==> src/rtl/core/rmsm_pkg.sv <==
// ----------------------------------------------------------------------------
// rmsm_pkg
// Shared types and constants for the windowed RMS level meter.
// ----------------------------------------------------------------------------
package rmsm_pkg;

	localparam int SAMPLE_W = 16;
	localparam int SQ_W     = 32;
	localparam int SUM_W    = 47;
	localparam int CNT_W    = 16;
	localparam int LEVEL_W  = 16;
	localparam int BAR_W    = 8;
	localparam int CFG_IDX_W  = 2;
	localparam int CFG_DATA_W = 16;

	// register indexes on the config port
	localparam logic [CFG_IDX_W-1:0] REG_WINDOW_LENGTH = 2'd0;
	localparam logic [CFG_IDX_W-1:0] REG_BAR_STEP      = 2'd1;
	localparam logic [CFG_IDX_W-1:0] REG_BAR_LIMIT     = 2'd2;

	localparam logic [CNT_W-1:0]   WINDOW_RESET    = 16'd1600;
	localparam logic [LEVEL_W-1:0] BAR_STEP_RESET  = 16'd100;
	localparam logic [BAR_W-1:0]   BAR_LIMIT_RESET = 8'd60;

	// mean < 2^31, so only the low 31 quotient bits are developed
	localparam int DIV_STEPS  = 31;
	localparam int ROOT_STEPS = 16;
	localparam int BAR_STEPS  = 16;
	localparam int STEP_W     = $clog2(DIV_STEPS);

	// shared subtract / compare unit width
	localparam int ALU_W = 19;

	typedef struct packed {
		logic                  start;
		logic                  take;
		logic [SUM_W-1:0]      sum;
		logic [CNT_W-1:0]      count;
		logic [LEVEL_W-1:0]    bar_step;
	} eng_req_t;

	typedef struct packed {
		logic               busy;
		logic               done;
		logic [LEVEL_W-1:0] rms;
		logic [LEVEL_W-1:0] bar_quot;
	} eng_rsp_t;

endpackage

==> src/rtl/core/rmsm_alu.sv <==
// ----------------------------------------------------------------------------
// rmsm_alu
// Shared subtract and compare unit for divide and root iterations.
// ----------------------------------------------------------------------------
module rmsm_alu import rmsm_pkg::*; (
	input  logic [ALU_W-1:0] a,
	input  logic [ALU_W-1:0] b,
	output logic [ALU_W-1:0] diff,
	output logic             ge
);

	logic [ALU_W:0] full;

	assign full = {1'b0, a} - {1'b0, b};
	assign diff = full[ALU_W-1:0];
	assign ge   = ~full[ALU_W];

endmodule

==> src/rtl/core/rmsm_engine.sv <==
// ----------------------------------------------------------------------------
// rmsm_engine
// Sequencer for mean divide, floor square root and bar divide, one bit a cycle.
// ----------------------------------------------------------------------------
module rmsm_engine import rmsm_pkg::*; (
	input  logic     clk,
	input  logic     arst_n,
	input  eng_req_t req,
	output eng_rsp_t rsp
);

	localparam logic [2:0] E_IDLE = 3'd0;
	localparam logic [2:0] E_DIV  = 3'd1;
	localparam logic [2:0] E_ROOT = 3'd2;
	localparam logic [2:0] E_BAR  = 3'd3;
	localparam logic [2:0] E_DONE = 3'd4;

	logic [2:0]         st_q;
	logic [STEP_W-1:0]  step_q;
	logic [16:0]        rem_q;
	logic [31:0]        sh_q;
	logic [LEVEL_W-1:0] root_q;
	logic [CNT_W-1:0]   div_q;

	logic [ALU_W-1:0]   alu_a;
	logic [ALU_W-1:0]   alu_b;
	logic [ALU_W-1:0]   alu_diff;
	logic               alu_ge;
	logic [16:0]        rem_next;
	logic [LEVEL_W-1:0] root_next;
	logic               last;

	always_comb begin
		unique case (st_q)
			E_ROOT: begin
				alu_a = {rem_q, sh_q[31:30]};
				alu_b = {1'b0, root_q, 2'b01};
			end
			E_BAR: begin
				alu_a = {2'b00, rem_q[15:0], sh_q[31]};
				alu_b = {3'b000, req.bar_step};
			end
			default: begin
				alu_a = {2'b00, rem_q[15:0], sh_q[31]};
				alu_b = {3'b000, div_q};
			end
		endcase
	end

	rmsm_alu u_alu (
		.a    (alu_a),
		.b    (alu_b),
		.diff (alu_diff),
		.ge   (alu_ge)
	);

	// partial remainder stays below 2^17 in every phase
	assign rem_next  = alu_ge ? alu_diff[16:0] : alu_a[16:0];
	assign root_next = {root_q[LEVEL_W-2:0], alu_ge};
	assign last      = (step_q == '0);

	always_ff @(posedge clk or negedge arst_n) begin
		if (!arst_n) begin
			st_q   <= E_IDLE;
			step_q <= '0;
		end else begin
			unique case (st_q)
				E_IDLE: begin
					if (req.start) begin
						st_q   <= E_DIV;
						step_q <= STEP_W'(DIV_STEPS - 1);
					end
				end
				E_DIV: begin
					if (last) begin
						st_q   <= E_ROOT;
						step_q <= STEP_W'(ROOT_STEPS - 1);
					end else begin
						step_q <= step_q - 1'b1;
					end
				end
				E_ROOT: begin
					if (last) begin
						st_q   <= E_BAR;
						step_q <= STEP_W'(BAR_STEPS - 1);
					end else begin
						step_q <= step_q - 1'b1;
					end
				end
				E_BAR: begin
					if (last) begin
						st_q <= E_DONE;
					end else begin
						step_q <= step_q - 1'b1;
					end
				end
				E_DONE: begin
					if (req.take) begin
						st_q <= E_IDLE;
					end
				end
				default: begin
					st_q <= E_IDLE;
				end
			endcase
		end
	end

	always_ff @(posedge clk) begin
		unique case (st_q)
			E_IDLE: begin
				if (req.start) begin
					// top sum bits are already below the count: start mid-division
					rem_q  <= {1'b0, req.sum[SUM_W-1:DIV_STEPS]};
					sh_q   <= {req.sum[DIV_STEPS-1:0], 1'b0};
					div_q  <= req.count;
					root_q <= '0;
				end
			end
			E_DIV: begin
				sh_q <= {sh_q[30:0], alu_ge};
				if (last) begin
					rem_q <= '0;
				end else begin
					rem_q <= rem_next;
				end
			end
			E_ROOT: begin
				root_q <= root_next;
				if (last) begin
					rem_q <= '0;
					sh_q  <= {root_next, 16'h0000};
				end else begin
					rem_q <= rem_next;
					sh_q  <= {sh_q[29:0], 2'b00};
				end
			end
			E_BAR: begin
				rem_q <= rem_next;
				sh_q  <= {sh_q[30:0], alu_ge};
			end
			default: begin
			end
		endcase
	end

	assign rsp.busy     = (st_q != E_IDLE);
	assign rsp.done     = (st_q == E_DONE);
	assign rsp.rms      = root_q;
	assign rsp.bar_quot = sh_q[LEVEL_W-1:0];

endmodule

==> src/rtl/core/windowed_rms_level_meter.sv <==
// ----------------------------------------------------------------------------
// windowed_rms_level_meter
// Sums squared PCM samples over a window and reports RMS level and bar length.
// ----------------------------------------------------------------------------
// Usage:
//   Input channel: sample with in_valid / in_stall. An item that does not
//   close the window passes through take, square and accumulate; in_stall is
//   high while the square and accumulate states run for each accepted item.
//   When the count reaches window_length, the shared subtract unit runs
//   31 mean-divide steps, 16 root steps and 16 bar-divide steps before the
//   result is loaded into the output register, and no next item is taken
//   until then.
//   Output channel: rms_level, bar_length with out_valid / out_stall. One
//   output register holds the result; new items are taken while it waits.
//   If a new result is ready while the old one is still stalled, the
//   engine holds and in_stall stays high until the receiver takes the old one.
//   Config: cfg_wr_en, cfg_index, cfg_wdata; write only while idle.
//   Reset: window 1600, bar step 100, bar limit 60, sum and count cleared,
//   no result pending.
// ----------------------------------------------------------------------------
module windowed_rms_level_meter import rmsm_pkg::*; (
	input  logic                  clk,
	input  logic                  arst_n,
	input  logic                  cfg_wr_en,
	input  logic [CFG_IDX_W-1:0]  cfg_index,
	input  logic [CFG_DATA_W-1:0] cfg_wdata,
	input  logic                  in_valid,
	output logic                  in_stall,
	input  logic signed [SAMPLE_W-1:0] sample,
	output logic                  out_valid,
	input  logic                  out_stall,
	output logic [LEVEL_W-1:0]    rms_level,
	output logic [BAR_W-1:0]      bar_length
);

	localparam logic [1:0] T_IDLE = 2'd0;
	localparam logic [1:0] T_SQR  = 2'd1;
	localparam logic [1:0] T_ACC  = 2'd2;
	localparam logic [1:0] T_WAIT = 2'd3;

	logic [1:0]          st_q;
	logic [CNT_W-1:0]    window_q;
	logic [LEVEL_W-1:0]  bar_step_q;
	logic [BAR_W-1:0]    bar_limit_q;
	logic [SUM_W-1:0]    sum_q;
	logic [CNT_W-1:0]    cnt_q;
	logic [SAMPLE_W-1:0] mag_q;
	logic [SQ_W-1:0]     sq_q;
	logic                out_valid_q;
	logic [LEVEL_W-1:0]  rms_q;
	logic [BAR_W-1:0]    bar_q;

	logic [SAMPLE_W-1:0] mag;
	logic [SUM_W-1:0]    sum_next;
	logic [CNT_W-1:0]    cnt_next;
	logic                hit;
	logic                accept;
	logic                slot_free;
	logic                take;
	logic [BAR_W-1:0]    bar_clamped;
	eng_req_t            eng_req;
	eng_rsp_t            eng_rsp;

	assign accept    = in_valid && !in_stall;
	assign in_stall  = (st_q != T_IDLE);
	// -32768 maps to 0x8000, which still fits unsigned
	assign mag       = sample[SAMPLE_W-1] ? SAMPLE_W'(-sample) : SAMPLE_W'(sample);
	assign sum_next  = sum_q + {{(SUM_W-SQ_W){1'b0}}, sq_q};
	assign cnt_next  = cnt_q + 1'b1;
	assign hit       = (cnt_next >= window_q);
	assign slot_free = !out_valid_q || !out_stall;
	assign take      = (st_q == T_WAIT) && eng_rsp.done && slot_free;

	assign eng_req.start    = (st_q == T_ACC) && hit;
	assign eng_req.take     = take;
	assign eng_req.sum      = sum_next;
	assign eng_req.count    = cnt_next;
	assign eng_req.bar_step = bar_step_q;

	rmsm_engine u_engine (
		.clk    (clk),
		.arst_n (arst_n),
		.req    (eng_req),
		.rsp    (eng_rsp)
	);

	// zero bar step divides to all ones and clamps here
	assign bar_clamped = (eng_rsp.bar_quot > {{(LEVEL_W-BAR_W){1'b0}}, bar_limit_q}) ?
		bar_limit_q : eng_rsp.bar_quot[BAR_W-1:0];

	always_ff @(posedge clk or negedge arst_n) begin
		if (!arst_n) begin
			window_q    <= WINDOW_RESET;
			bar_step_q  <= BAR_STEP_RESET;
			bar_limit_q <= BAR_LIMIT_RESET;
		end else if (cfg_wr_en) begin
			unique case (cfg_index)
				REG_WINDOW_LENGTH: window_q    <= cfg_wdata;
				REG_BAR_STEP:      bar_step_q  <= cfg_wdata;
				REG_BAR_LIMIT:     bar_limit_q <= cfg_wdata[BAR_W-1:0];
				default: begin
				end
			endcase
		end
	end

	always_ff @(posedge clk or negedge arst_n) begin
		if (!arst_n) begin
			st_q        <= T_IDLE;
			sum_q       <= '0;
			cnt_q       <= '0;
			out_valid_q <= 1'b0;
		end else begin
			unique case (st_q)
				T_IDLE: begin
					if (accept) begin
						st_q <= T_SQR;
					end
				end
				T_SQR: begin
					st_q <= T_ACC;
				end
				T_ACC: begin
					if (hit) begin
						sum_q <= '0;
						cnt_q <= '0;
						st_q  <= T_WAIT;
					end else begin
						sum_q <= sum_next;
						cnt_q <= cnt_next;
						st_q  <= T_IDLE;
					end
				end
				T_WAIT: begin
					if (take) begin
						st_q <= T_IDLE;
					end
				end
				default: begin
					st_q <= T_IDLE;
				end
			endcase

			if (take) begin
				out_valid_q <= 1'b1;
			end else if (!out_stall) begin
				out_valid_q <= 1'b0;
			end
		end
	end

	always_ff @(posedge clk) begin
		if (accept) begin
			mag_q <= mag;
		end
		if (st_q == T_SQR) begin
			sq_q <= mag_q * mag_q;
		end
		if (take) begin
			rms_q <= eng_rsp.rms;
			bar_q <= bar_clamped;
		end
	end

	assign out_valid  = out_valid_q;
	assign rms_level  = rms_q;
	assign bar_length = bar_q;

	// a full count always closes the window, so it is never stored
	a_cnt_range: assert property (@(posedge clk) disable iff (!arst_n)
		cnt_q != {CNT_W{1'b1}})
		else $error("sample count reached its top value");

	a_out_from_wait: assert property (@(posedge clk) disable iff (!arst_n)
		$rose(out_valid) |-> $past(st_q == T_WAIT))
		else $error("result appeared without a finished window");

	a_start_busy: assert property (@(posedge clk) disable iff (!arst_n)
		eng_req.start |=> eng_rsp.busy)
		else $error("engine did not start");

	a_done_in_wait: assert property (@(posedge clk) disable iff (!arst_n)
		eng_rsp.done |-> (st_q == T_WAIT))
		else $error("engine done outside wait");

endmodule
==> config.mk <==
export PLATFORM = sky130hd
export DESIGN_NAME = windowed_rms_level_meter
export DESIGN_NICKNAME = d
export VERILOG_FILES = /design/src/rtl/core/rmsm_pkg.sv /design/src/rtl/core/rmsm_alu.sv /design/src/rtl/core/rmsm_engine.sv /design/src/rtl/core/windowed_rms_level_meter.sv
export SDC_FILE = /design/constraint.sdc
export NUM_CORES = 1
export LEC_CHECK = 0
export BUFFER_PORTS_ARGS = -buffer_cell sky130_fd_sc_hd__buf_2
export CORE_ASPECT_RATIO = 1.5
export CORE_MARGIN = 1
export CORE_UTILIZATION = 55
export DETAILED_ROUTE_END_ITERATION = 8
export PLACE_DENSITY = 0.81
export SYNTH_ARGS = -nofsm -noshare
export SYNTH_HDL_FRONTEND = slang
export SYNTH_HIERARCHICAL = 1
export SYNTH_SLANG_ARGS = --single-unit
==> constraint.sdc <==
create_clock -name clk -period 6 [get_ports clk]
set_input_delay 0 -clock clk [delete_from_list [all_inputs] [get_ports clk]]
set_output_delay 0 -clock clk [all_outputs]
set_load 0.02 [all_outputs]
==> impl_metrics.tcl <==
set metrics [dict create \
    drc_errors 0 \
    num_antenna_cells 0 \
    vias_per_cell 5.79 \
    fin_nets 2794 \
    io_pins 65 \
    grt_use_total_pct 26.0 \
    timing.rr.end "sq_q[30]" \
    cts_buffer_depth 3 \
    whs_ns 0.00191 \
    setup_viol 10 \
    clk_pin_slew_ns 0.06 \
    post-route-min-period_ns 6.22 \
    maxCapViolations 0 \
    die_h_microns 249 \
    wirelength_mm 53.6 \
    critPathArrivalTime_ns 6.49 \
    fin_cells 2939 \
    final_common_cell "inv_1" \
    htreeDepth 1 \
    drt_iter0_drc 906 \
    slew_viol_final 0 \
    numPortBuffers 64 \
    antenna_found_initial 0 \
    dp.cells 2831 \
    outcome "finished with violations" \
    cts_sinks 266 \
    clk_root_buffer_cell "clkbuf_16" \
    critPathCaptureType "register" \
    grt_start_max_net_pins 80 \
    rsz0062_at_grt "yes" \
    vias 17000 \
    syn2layout_area_growth_pct 13.2 \
    post_drt_wl_per_cell_microns 18.2 \
    syn_nets 2649 \
    tightest_slew_ns 1.21 \
    post-route-period-util_pct 104 \
    clkLatencyLatePin_ns 0.56 \
    fmax_mhz 161 \
    critPathLaunchType "register" \
    hold_viol_final 0 \
    drt_first_pass_iters 7 \
    overflow 0 \
    antenna_left 0 \
    dp_hpwl_mm 41.5 \
    die_w_microns 167 \
    row_count 90 \
    gp_congestion 0.944 \
    syn_inst 2267 \
    reg2reg_slack_ns -0.22 \
    grt_pass1_wl_mm 87.2 \
    hp-class "input port to asynchronous set/reset pin" \
    final_util_pct 63.1 \
    path_class "register to register" \
    fin_skew_ns 0.0300 \
    drive_gt1_share_pct 15.2 \
    tritoncts "done" \
    ys_warn_count 6 \
    reg2reg_from "mag_q[10]" \
    numCtsBuffers 27 \
    timing.final.ws_setup_ns -0.220 \
    die_area_sq_mm 0.0416 \
    syn_area_sq_mm 0.0224 \
    final_cell_mix "287 x inv_1, 264 x nand2_1, 172 x ha_1" \
    required_ns 6.27 \
    maxSlewHeadroom_pct 19.3 \
    core_sq_mm 0.0402 \
    first_global_vias 18100 \
    violations "setup timing" \
    ff2ff_path_depth 24 \
    start_util_pct 55.7 \
    crit_path_max_fanout 3 \
    avgSynthCellArea_sq_um 9.88 \
]
-- metal layers --
metal | up-vias | share of wire [%] | global-route usage [%]
met5 | - | 0 | 0
met4 | 0 | 5.4 | 14.7
met3 | 147 | 3.6 | 2.35
met2 | 472 | 55 | 51.2
met1 | 8401 | 36 | 26.5
li1 | 7983 | - | -
-- through the flow --
stage	setup TNS, ns	instance area [sq um]	setup WS, ns
floorplan	0	22500	0.000193
global placement	-0.352	23700	-0.127
detailed placement	-1.19	23700	-0.251
CTS	-0.582	25300	-0.162
global route	-2.74	25300	-0.396
finish	-0.965	25300	-0.220
-- cell type report --
cell class	count	area, sq um
Fill cell	3101	14900
Multi-Input combinational cell	1596	13600
Sequential cell	266	7430
Timing Repair Buffer	224	1710
Inverter	297	1110
Clock buffer	35	736
Tap cell	506	633
Clock inverter	15	143
-- worst max-delay path, stage by stage (launching register included) --
cell	delay (ns)
edfxtp_1	0.40
buf_4	0.15
and2_4	0.14
fa_1	0.53
inv_1	0.05
fa_1	0.50
inv_1	0.05
fa_2	0.53
inv_2	0.04
fa_1	0.49
inv_2	0.04
fa_2	0.53
fa_2	0.45
ha_4	0.19
buf_6	0.11
a21o_1	0.16
a21oi_2	0.17
o21bai_2	0.10
a2111oi_4	0.25
nor3_4	0.09
o41ai_2	0.25
buf_4	0.19
o211ai_1	0.10
a221oi_2	0.32
xnor2_1	0.11
-- how the worst max path moves through the flow --
| stage | startpoint | to | depth (start not counted) |
|---|---|---|---|
| 5_1_grt | mag_q[10] | sq_q[30] | 24 |
| 2_1_floorplan | mag_q[5] | sq_q[24] | 21 |
| 3_5_place_dp | mag_q[9] | sq_q[30] | 22 |
| 3_3_place_gp | mag_q[10] | sq_q[31] | 20 |
| 6_report | mag_q[10] | sq_q[30] | 24 |
| 4_1_cts | mag_q[3] | sq_q[30] | 25 |
-- timing repair --
action / CTS / global route
resized for setup: 26 / 26
pin swaps: 15 / 27
setup buffers: 10 / 2
endpoints found under the hold margin: 93 / 0
hold buffers: 47 / 0
endpoints found under the setup margin: 10 / 14
-- sequential cells by signal (all words and copies together) (netlist names), 5 cells and up --
| signal | count |
|---|---|
| sum_q | 47 |
| u_engine/sh_q | 32 |
| sq_q | 31 |
| u_engine/rem_q | 17 |
| bar_step_q | 16 |
| cnt_q | 16 |
| mag_q | 16 |
| rms_level | 16 |
| u_engine/div_q | 16 |
| u_engine/root_q | 16 |
| window_q | 16 |
| bar_length | 8 |
| bar_limit_q | 8 |
| u_engine/step_q | 5 |
Power is left out: the tool's default activity adds up to more than one toggle a clock period on the data nets, which glitch-free logic cannot reach.
